### config.mk
export PLATFORM = sky130hd
export DESIGN_NAME = sort_merge_inner_join
export DESIGN_NICKNAME = d
export VERILOG_FILES = /design/src/smj_pkg.sv /design/src/sort_merge_inner_join.sv /design/src/smj_ram.sv /design/src/smj_pair_out.sv
export SDC_FILE = /design/constraint.sdc
export NUM_CORES = 1
export LEC_CHECK = 0
export ABC_CLOCK_PERIOD_IN_PS = 6000
export BUFFER_PORTS_ARGS = -buffer_cell sky130_fd_sc_hd__buf_2
export CORE_UTILIZATION = 54
export CTS_CLUSTER_DIAMETER = 150
export CTS_CLUSTER_SIZE = 30
export DETAILED_ROUTE_END_ITERATION = 12
export PLACE_DENSITY = 0.79
export SLEW_MARGIN = 25
export SYNTH_ARGS = -nofsm -noshare
export SYNTH_HDL_FRONTEND = slang
export SYNTH_SLANG_ARGS = --single-unit
### constraint.sdc
create_clock -name clk -period 6 [get_ports clk]
set_clock_uncertainty 0.2 [all_clocks]
set_input_delay 0.6 -clock clk [delete_from_list [all_inputs] [get_ports clk]]
set_output_delay 0.6 -clock clk [all_outputs]
set_load 0.05 [all_outputs]
### src/smj_pkg.sv
// ----------------------------------------------------------------------------
// smj_pkg
// Shared types and constants for the sort-merge inner join stage.
// ----------------------------------------------------------------------------
package smj_pkg;

  localparam int KEY_W           = 64;
  localparam int ROW_W           = 32;
  localparam int DEF_GROUP_DEPTH = 8;
  localparam int DEF_ROW_BITS    = 32;

  localparam logic SIDE_LEFT  = 1'b0;
  localparam logic SIDE_RIGHT = 1'b1;

  // One joined pair on its way to the output register
  typedef struct packed {
    logic [ROW_W-1:0] left_row;
    logic [ROW_W-1:0] right_row;
    logic             group_overflow;
    logic             last_pair;
  } pair_t;

endpackage

### src/sort_merge_inner_join.sv
// ----------------------------------------------------------------------------
// sort_merge_inner_join
// Equi-join stage: gathers equal-key rows into left/right groups and emits
// their cross product, left-major, when the key changes or on the final item.
// ----------------------------------------------------------------------------
// Items are taken one at a time; item_stall stays high until the item is fully
// handled. An item that closes no group passes through capture, key check and
// group write. Closing a group emits each pair by reading both group RAMs and
// then loading the pair register, which waits while the sink holds
// pair_stall; a one-sided group closes with no read or load step. Each group
// side lives in a GROUP_DEPTH-entry RAM with one read port, which sets the
// pair rate. Rows beyond GROUP_DEPTH on a side are dropped and every pair of
// that group carries group_overflow. Only the low ROW_BITS bits of row_index
// are kept.
module sort_merge_inner_join
  import smj_pkg::*;
#(
  parameter int GROUP_DEPTH = DEF_GROUP_DEPTH,
  parameter int ROW_BITS    = DEF_ROW_BITS
) (
  input  logic             clk,
  input  logic             rst,
  input  logic             item_valid,
  output logic             item_stall,
  input  logic             side,
  input  logic [KEY_W-1:0] join_key,
  input  logic [ROW_W-1:0] row_index,
  input  logic             final_item,
  output logic             pair_valid,
  input  logic             pair_stall,
  output logic [ROW_W-1:0] left_row,
  output logic [ROW_W-1:0] right_row,
  output logic             group_overflow,
  output logic             last_pair
);

  localparam int RW = (ROW_BITS < ROW_W) ? ROW_BITS : ROW_W;
  localparam int IW = (GROUP_DEPTH > 1) ? $clog2(GROUP_DEPTH) : 1;
  localparam int CW = $clog2(GROUP_DEPTH + 1);

  localparam logic [2:0] S_IDLE  = 3'd0;
  localparam logic [2:0] S_CHECK = 3'd1;
  localparam logic [2:0] S_ADD   = 3'd2;
  localparam logic [2:0] S_RD    = 3'd3;
  localparam logic [2:0] S_LD    = 3'd4;

  logic [2:0]       state;
  logic             h_side;
  logic [KEY_W-1:0] h_key;
  logic [RW-1:0]    h_row;
  logic             h_fin;

  logic [KEY_W-1:0] group_key;
  logic             group_open;
  logic [CW-1:0]    left_cnt;
  logic [CW-1:0]    right_cnt;
  logic             ovf_seen;
  logic             flush_fin;
  logic [IW-1:0]    i_idx;
  logic [IW-1:0]    j_idx;

  logic [CW-1:0] lc_eff, rc_eff, lc_add, rc_add;
  logic          l_room, r_room, l_we, r_we, side_full;
  logic          rd_en, pair_free, pair_load, pair_last, j_wrap;
  logic [RW-1:0] l_rdata, r_rdata;
  pair_t         pair_next;

  assign item_stall = (state != S_IDLE);

  // group state as seen by the row being added
  assign lc_eff    = group_open ? left_cnt : '0;
  assign rc_eff    = group_open ? right_cnt : '0;
  assign l_room    = lc_eff < CW'(GROUP_DEPTH);
  assign r_room    = rc_eff < CW'(GROUP_DEPTH);
  assign l_we      = (state == S_ADD) && (h_side == SIDE_LEFT) && l_room;
  assign r_we      = (state == S_ADD) && (h_side == SIDE_RIGHT) && r_room;
  assign side_full = (h_side == SIDE_LEFT) ? !l_room : !r_room;
  assign lc_add    = lc_eff + CW'(l_we);
  assign rc_add    = rc_eff + CW'(r_we);

  assign rd_en     = (state == S_RD);
  assign j_wrap    = CW'(j_idx) == CW'(right_cnt - 1'b1);
  assign pair_last = j_wrap && (CW'(i_idx) == CW'(left_cnt - 1'b1));
  assign pair_load = (state == S_LD) && pair_free;

  always_comb begin
    pair_next.left_row       = ROW_W'(l_rdata);
    pair_next.right_row      = ROW_W'(r_rdata);
    pair_next.group_overflow = ovf_seen;
    pair_next.last_pair      = pair_last;
  end

  smj_ram #(.WIDTH(RW), .DEPTH(GROUP_DEPTH)) u_left_ram (
    .clk   (clk),
    .we    (l_we),
    .waddr (lc_eff[IW-1:0]),
    .wdata (h_row),
    .re    (rd_en),
    .raddr (i_idx),
    .rdata (l_rdata)
  );

  smj_ram #(.WIDTH(RW), .DEPTH(GROUP_DEPTH)) u_right_ram (
    .clk   (clk),
    .we    (r_we),
    .waddr (rc_eff[IW-1:0]),
    .wdata (h_row),
    .re    (rd_en),
    .raddr (j_idx),
    .rdata (r_rdata)
  );

  smj_pair_out u_pair_out (
    .clk            (clk),
    .rst            (rst),
    .load           (pair_load),
    .pair_in        (pair_next),
    .free           (pair_free),
    .pair_valid     (pair_valid),
    .pair_stall     (pair_stall),
    .left_row       (left_row),
    .right_row      (right_row),
    .group_overflow (group_overflow),
    .last_pair      (last_pair)
  );

  // item capture
  always_ff @(posedge clk) begin
    if (state == S_IDLE && item_valid) begin
      h_side <= side;
      h_key  <= join_key;
      h_row  <= row_index[RW-1:0];
      h_fin  <= final_item;
    end
  end

  always_ff @(posedge clk) begin
    if (rst) begin
      state      <= S_IDLE;
      group_key  <= '0;
      group_open <= 1'b0;
      left_cnt   <= '0;
      right_cnt  <= '0;
      ovf_seen   <= 1'b0;
      flush_fin  <= 1'b0;
      i_idx      <= '0;
      j_idx      <= '0;
    end else begin
      case (state)
        S_IDLE: begin
          if (item_valid) begin
            state <= S_CHECK;
          end
        end
        S_CHECK: begin
          if (group_open && h_key != group_key) begin
            if (left_cnt != '0 && right_cnt != '0) begin
              flush_fin <= 1'b0;
              i_idx     <= '0;
              j_idx     <= '0;
              state     <= S_RD;
            end else begin
              // one-sided group closes silently
              group_open <= 1'b0;
              left_cnt   <= '0;
              right_cnt  <= '0;
              ovf_seen   <= 1'b0;
              state      <= S_ADD;
            end
          end else begin
            state <= S_ADD;
          end
        end
        S_ADD: begin
          if (!group_open) begin
            group_key <= h_key;
          end
          if (h_fin) begin
            if (lc_add != '0 && rc_add != '0) begin
              group_open <= 1'b1;
              left_cnt   <= lc_add;
              right_cnt  <= rc_add;
              ovf_seen   <= (group_open && ovf_seen) || side_full;
              flush_fin  <= 1'b1;
              i_idx      <= '0;
              j_idx      <= '0;
              state      <= S_RD;
            end else begin
              group_open <= 1'b0;
              left_cnt   <= '0;
              right_cnt  <= '0;
              ovf_seen   <= 1'b0;
              state      <= S_IDLE;
            end
          end else begin
            group_open <= 1'b1;
            left_cnt   <= lc_add;
            right_cnt  <= rc_add;
            ovf_seen   <= (group_open && ovf_seen) || side_full;
            state      <= S_IDLE;
          end
        end
        S_RD: begin
          state <= S_LD;
        end
        S_LD: begin
          if (pair_free) begin
            if (pair_last) begin
              group_open <= 1'b0;
              left_cnt   <= '0;
              right_cnt  <= '0;
              ovf_seen   <= 1'b0;
              state      <= flush_fin ? S_IDLE : S_ADD;
            end else begin
              if (j_wrap) begin
                j_idx <= '0;
                i_idx <= i_idx + 1'b1;
              end else begin
                j_idx <= j_idx + 1'b1;
              end
              state <= S_RD;
            end
          end
        end
        default: begin
          state <= S_IDLE;
        end
      endcase
    end
  end

endmodule

### src/smj_ram.sv
// ----------------------------------------------------------------------------
// smj_ram
// Generic single-write, single-read RAM with registered read data.
// ----------------------------------------------------------------------------
module smj_ram #(
  parameter int WIDTH = 32,
  parameter int DEPTH = 8,
  localparam int AW   = (DEPTH > 1) ? $clog2(DEPTH) : 1
) (
  input  logic             clk,
  input  logic             we,
  input  logic [AW-1:0]    waddr,
  input  logic [WIDTH-1:0] wdata,
  input  logic             re,
  input  logic [AW-1:0]    raddr,
  output logic [WIDTH-1:0] rdata
);

  logic [WIDTH-1:0] mem [DEPTH];

  always_ff @(posedge clk) begin
    if (we) begin
      mem[waddr] <= wdata;
    end
    if (re) begin
      rdata <= mem[raddr];
    end
  end

endmodule

### src/smj_pair_out.sv
// ----------------------------------------------------------------------------
// smj_pair_out
// Output register for joined pairs; decouples the sequencer from the sink.
// ----------------------------------------------------------------------------
module smj_pair_out
  import smj_pkg::*;
(
  input  logic             clk,
  input  logic             rst,
  input  logic             load,
  input  pair_t            pair_in,
  output logic             free,
  output logic             pair_valid,
  input  logic             pair_stall,
  output logic [ROW_W-1:0] left_row,
  output logic [ROW_W-1:0] right_row,
  output logic             group_overflow,
  output logic             last_pair
);

  pair_t pair;

  // register can take a new pair when empty or being drained this cycle
  assign free = !pair_valid || !pair_stall;

  always_ff @(posedge clk) begin
    if (rst) begin
      pair_valid <= 1'b0;
    end else if (free) begin
      pair_valid <= load;
    end
  end

  always_ff @(posedge clk) begin
    if (free && load) begin
      pair <= pair_in;
    end
  end

  assign left_row       = pair.left_row;
  assign right_row      = pair.right_row;
  assign group_overflow = pair.group_overflow;
  assign last_pair      = pair.last_pair;

endmodule

==> impl_metrics.env <==
export IMPL_worst_path_dominant_cell_family="simple AND/OR/NAND/NOR gates"
export IMPL_worstSetupPathDepth=11
export IMPL_yosys_warnings=0
export IMPL_cts_buffer_depth=3
export IMPL_y_dimension_of_the_die_um=240
export IMPL_design_final_nets=1920
export IMPL_worst_ir_drop_vdd_mv=0.347
export IMPL_synthCells=1547
export IMPL_grtUsageMet1_pct=29.5
export IMPL_synth_net_count=1659
export IMPL_setup_worst_path_class="reg2reg"
export IMPL_hold_path_depth=3
export IMPL_cts_tree="yes"
export IMPL_dp_hpwl_mm=34.0
export IMPL_rsz0062_at_grt="false"
export IMPL_dp_cells=2423
export IMPL_p_leak_uw=0.0106
export IMPL_p_sw_uw=1920
export IMPL_worstHoldPathType="in2reg"
export IMPL_viasPerCell=5.85
export IMPL_core_area_mm2=0.0554
export IMPL_combinationalPowerShare_pct=3.6
export IMPL_postRouteWirelength_mm=61.1
export IMPL_synth_sequential_area_ratio_pct=78.4
export IMPL_worst_hold_slack_ns=0.101
export IMPL_clock_power_share_pct=27.5
export IMPL_clock_fmax_ghz=0.259
export IMPL_antenna_found_initial=0
export IMPL_synth_top_area_cell="sky130_fd_sc_hd__edfxtp_1"
export IMPL_max_stage_delay_ns=0.65
export IMPL_worst_pin_slew_ns=1.06
export IMPL_syn_mean_instance_area_um2=19.7
export IMPL_maximum_number_of_pins_on_one_net_before_global_route_repair=90
export IMPL_insertion_delay_ns=0.65
export IMPL_multiInputGateArea_mm2=0.00632
export IMPL_status="completed"
export IMPL_htreeDepth=1
export IMPL_num_rows=86
export IMPL_cap_viol_max_count=0
export IMPL_crit_path_cell_trace="nor3b_2, nand2_1, inv_1, ha_1, nand3_1, xor2_1, o2111a_1, or2_2, a21oi_1, nand2_1, o32ai_1"
export IMPL_drt_pass1_iterations=5
export IMPL_number_of_design_rule_violations_left_after_detail_routing=0
export IMPL_power_share_sequential_pct=68.9
export IMPL_design_power_total_uw=9480
export IMPL_dieArea_mm2=0.0574
export IMPL_gpl_final_weighted_congestion=0.814
export IMPL_initial_core_util_pct=55.0
export IMPL_power_share_switching_pct=20.3
export IMPL_final_fill_count=3668
export IMPL_slew_hr_pct=29.4
export IMPL_numCtsBuffers=31
export IMPL_syn_to_final_growth_pct=12.4
export IMPL_timing_critical_path_from_type="flip-flop"
export IMPL_post_cts_resize_count=0
export IMPL_synth_area_mm2=0.0305
export IMPL_cp_end_kind="flip-flop"
export IMPL_drive_gt1_share_pct=25.5
export IMPL_grt_util_met3_pct=2.57
export IMPL_netlist_area_leader_share_pct=72.9
export IMPL_final_setup_tns_ns=0
export IMPL_setup_violations_final=0
export IMPL_number_of_non_filler_instances_in_the_completed_layout=2581
export IMPL_globalRouteOverflowTotal=0
export IMPL_final_antenna_net_count=0
export IMPL_timing_final_hold_violations=0
export IMPL_worstPathArrival_ns=4.22
export IMPL_clkSlewWorstSetupHoldPaths_ns=0.11
export IMPL_grt_busiest_layer="met2"
export IMPL_synth_edf_count=740
export IMPL_reg2reg_depth=11
export IMPL_crit_path_top_delay_cell="sky130_fd_sc_hd__nor3b_2"
export IMPL_vias_in_the_first_global_route=15500
export IMPL_final_critical_path_setup_slack_ns=2.14
export IMPL_worstPathRequired_ns=6.36
export IMPL_flops_latches_synth=825
export IMPL_worst_path_buf_inv=1
export IMPL_wire_per_inst_um=23.7
export IMPL_synth_top_cells_by_area="sky130_fd_sc_hd__edfxtp_1 (73%), sky130_fd_sc_hd__mux4_2 (9.5%), sky130_fd_sc_hd__dfxtp_1 (5.6%)"
export IMPL_drv_slew=0
export IMPL_insertedDiodeCount=0
export IMPL_port_buffers=169
export IMPL_path_common_cell="sky130_fd_sc_hd__nand2_1"
export IMPL_first_pass_grt_wire_length_mm=91.7
export IMPL_yosys_most_used_dff="sky130_fd_sc_hd__edfxtp_1"
export IMPL_first_iter_violations=1356
export IMPL_grt_total_usage_pct=21.5
export IMPL_synthMostInstantiatedCell="sky130_fd_sc_hd__edfxtp_1"
export IMPL_vias=15100
export IMPL_global_route_usage_met2_pct=36.8
export IMPL_cp_max_fo=10
export IMPL_synth_async_reset_ratio_pct=0
export IMPL_cell_internal_pwr_uw=7560
export IMPL_register_area_mm2=0.0239
export IMPL_dieWidth_um=240
export IMPL_synth_cell_types=59
export IMPL_clock_root_buffer="sky130_fd_sc_hd__clkbuf_16"
export IMPL_synth_commonest_cells="sky130_fd_sc_hd__edfxtp_1 (740), sky130_fd_sc_hd__nand2_1 (156), sky130_fd_sc_hd__mux4_2 (128)"
export IMPL_floorplan_io_pins=170
export IMPL_final_period_minus_worst_setup_slack_ns=3.86
export IMPL_detailedPlace_worstSlack_ns=2.27
export IMPL_final_min_period_over_clock_period_pct=64.3
export IMPL_numClockSinks=825
export IMPL_power_per_cell_area_mw_per_mm2=277
## state kept, by name (all words and copies together) (netlist names), 4 cells and up
name                  flops
group_key                64
h_key                    64
h_row                    32
left_cnt                  4
right_cnt                 4
u_left_ram.mem          256
u_left_ram.rdata         32
u_pair_out.left_row      32
u_pair_out.right_row     32
u_right_ram.mem         256
u_right_ram.rdata        32
## per-stage QoR
stage	utilization [%]	cell area, um^2
final	61.9	34300
after global routing	61.9	34300
after CTS	61.8	34300
after detailed placement	58.4	32400
after global placement	58.4	32300
after floorplan	-	30500
## kinds of logic after synthesis
logic type	count (synthesis)	share of synthesized area [%]
AOI/OAI and AO/OA	112	2.37
adders and majority gates	10	0.410
muxes	193	11.9
buffers and inverters	91	1.22
and+or+nand+nor	240	3.52
xor gates and xnor gates	76	2.18
DFF	825	78.4
## metal layers
| layer | part of all wire, % | up-vias |
|---|---|---|
| li1 | - | 6565 |
| met1 | 41 | 7824 |
| met2 | 51 | 625 |
| met3 | 6.2 | 89 |
| met4 | 2.4 | 0 |
| met5 | 0 | - |
## tightest hold or removal path, delay by kind of cell
kind / cells / cell delay, ns
AND/OR/NAND/NOR: 1 / 0.12
buffers and inverters: 1 / 0.10
AO/OA/AOI/OAI: 1 / 0.08
## cell type report
class / count / share of cell area [%]
Timing Repair Buffer: 299 / 6.18
Multi-Input combinational cell: 631 / 18.4
Sequential cell: 825 / 69.8
Clock buffer: 56 / 2.54
Clock inverter: 2 / 0.106
Inverter: 20 / 0.223
Tap cell: 748 / 2.73
## power by group through the flow
stage | Clock [uW] | Combinational, uW | Sequential, uW
2_1_floorplan | 0 | 176 | 6640
3_3_place_gp | 0 | 276 | 6650
3_5_place_dp | 0 | 286 | 6670
4_1_cts | 2660 | 338 | 6540
5_1_grt | 2850 | 369 | 6550
6_report | 2610 | 341 | 6540
## final timing paths
check / start / endpoint / slack, ns
hold reg to reg: u_right_ram.rdata[26] / u_pair_out.right_row[26] / 0.21
hold / removal: pair_stall / u_pair_out.pair_valid / 0.10
setup reg to reg: state[1] / left_cnt[3] / 2.14
setup / recovery: state[1] / left_cnt[3] / 2.14
## placed cells by master (no fill, tap or decap), drive strengths merged, types with 2 or more instances in the layout
master / n
nor3: 10
a21oi: 76
ha: 10
edfxtp: 740
nand4: 17
buf: 201
nand2: 156
clkinv: 2
o31ai: 4
nand3b: 2
nor3b: 3
clkbuf: 56
dlygate4sd3: 98
o2bb2ai: 2
xnor2: 72
nand2b: 3
o21ai: 4
o21a: 2
mux2: 65
a31oi: 2
mux4: 128
nor4: 10
nand3: 6
o2111a: 2
xor2: 4
o32ai: 7
inv: 20
o211ai: 2
nor2b: 2
dfxtp: 85
and2: 3
nor2: 21
## timing repair
action / 4_1_cts / 5_1_grt
endpoints found under the hold margin: 98 / 0
setup buffers: 0 / 0
hold buffers: 98 / 0
Note: power is estimated with default switching activity, not from simulation.
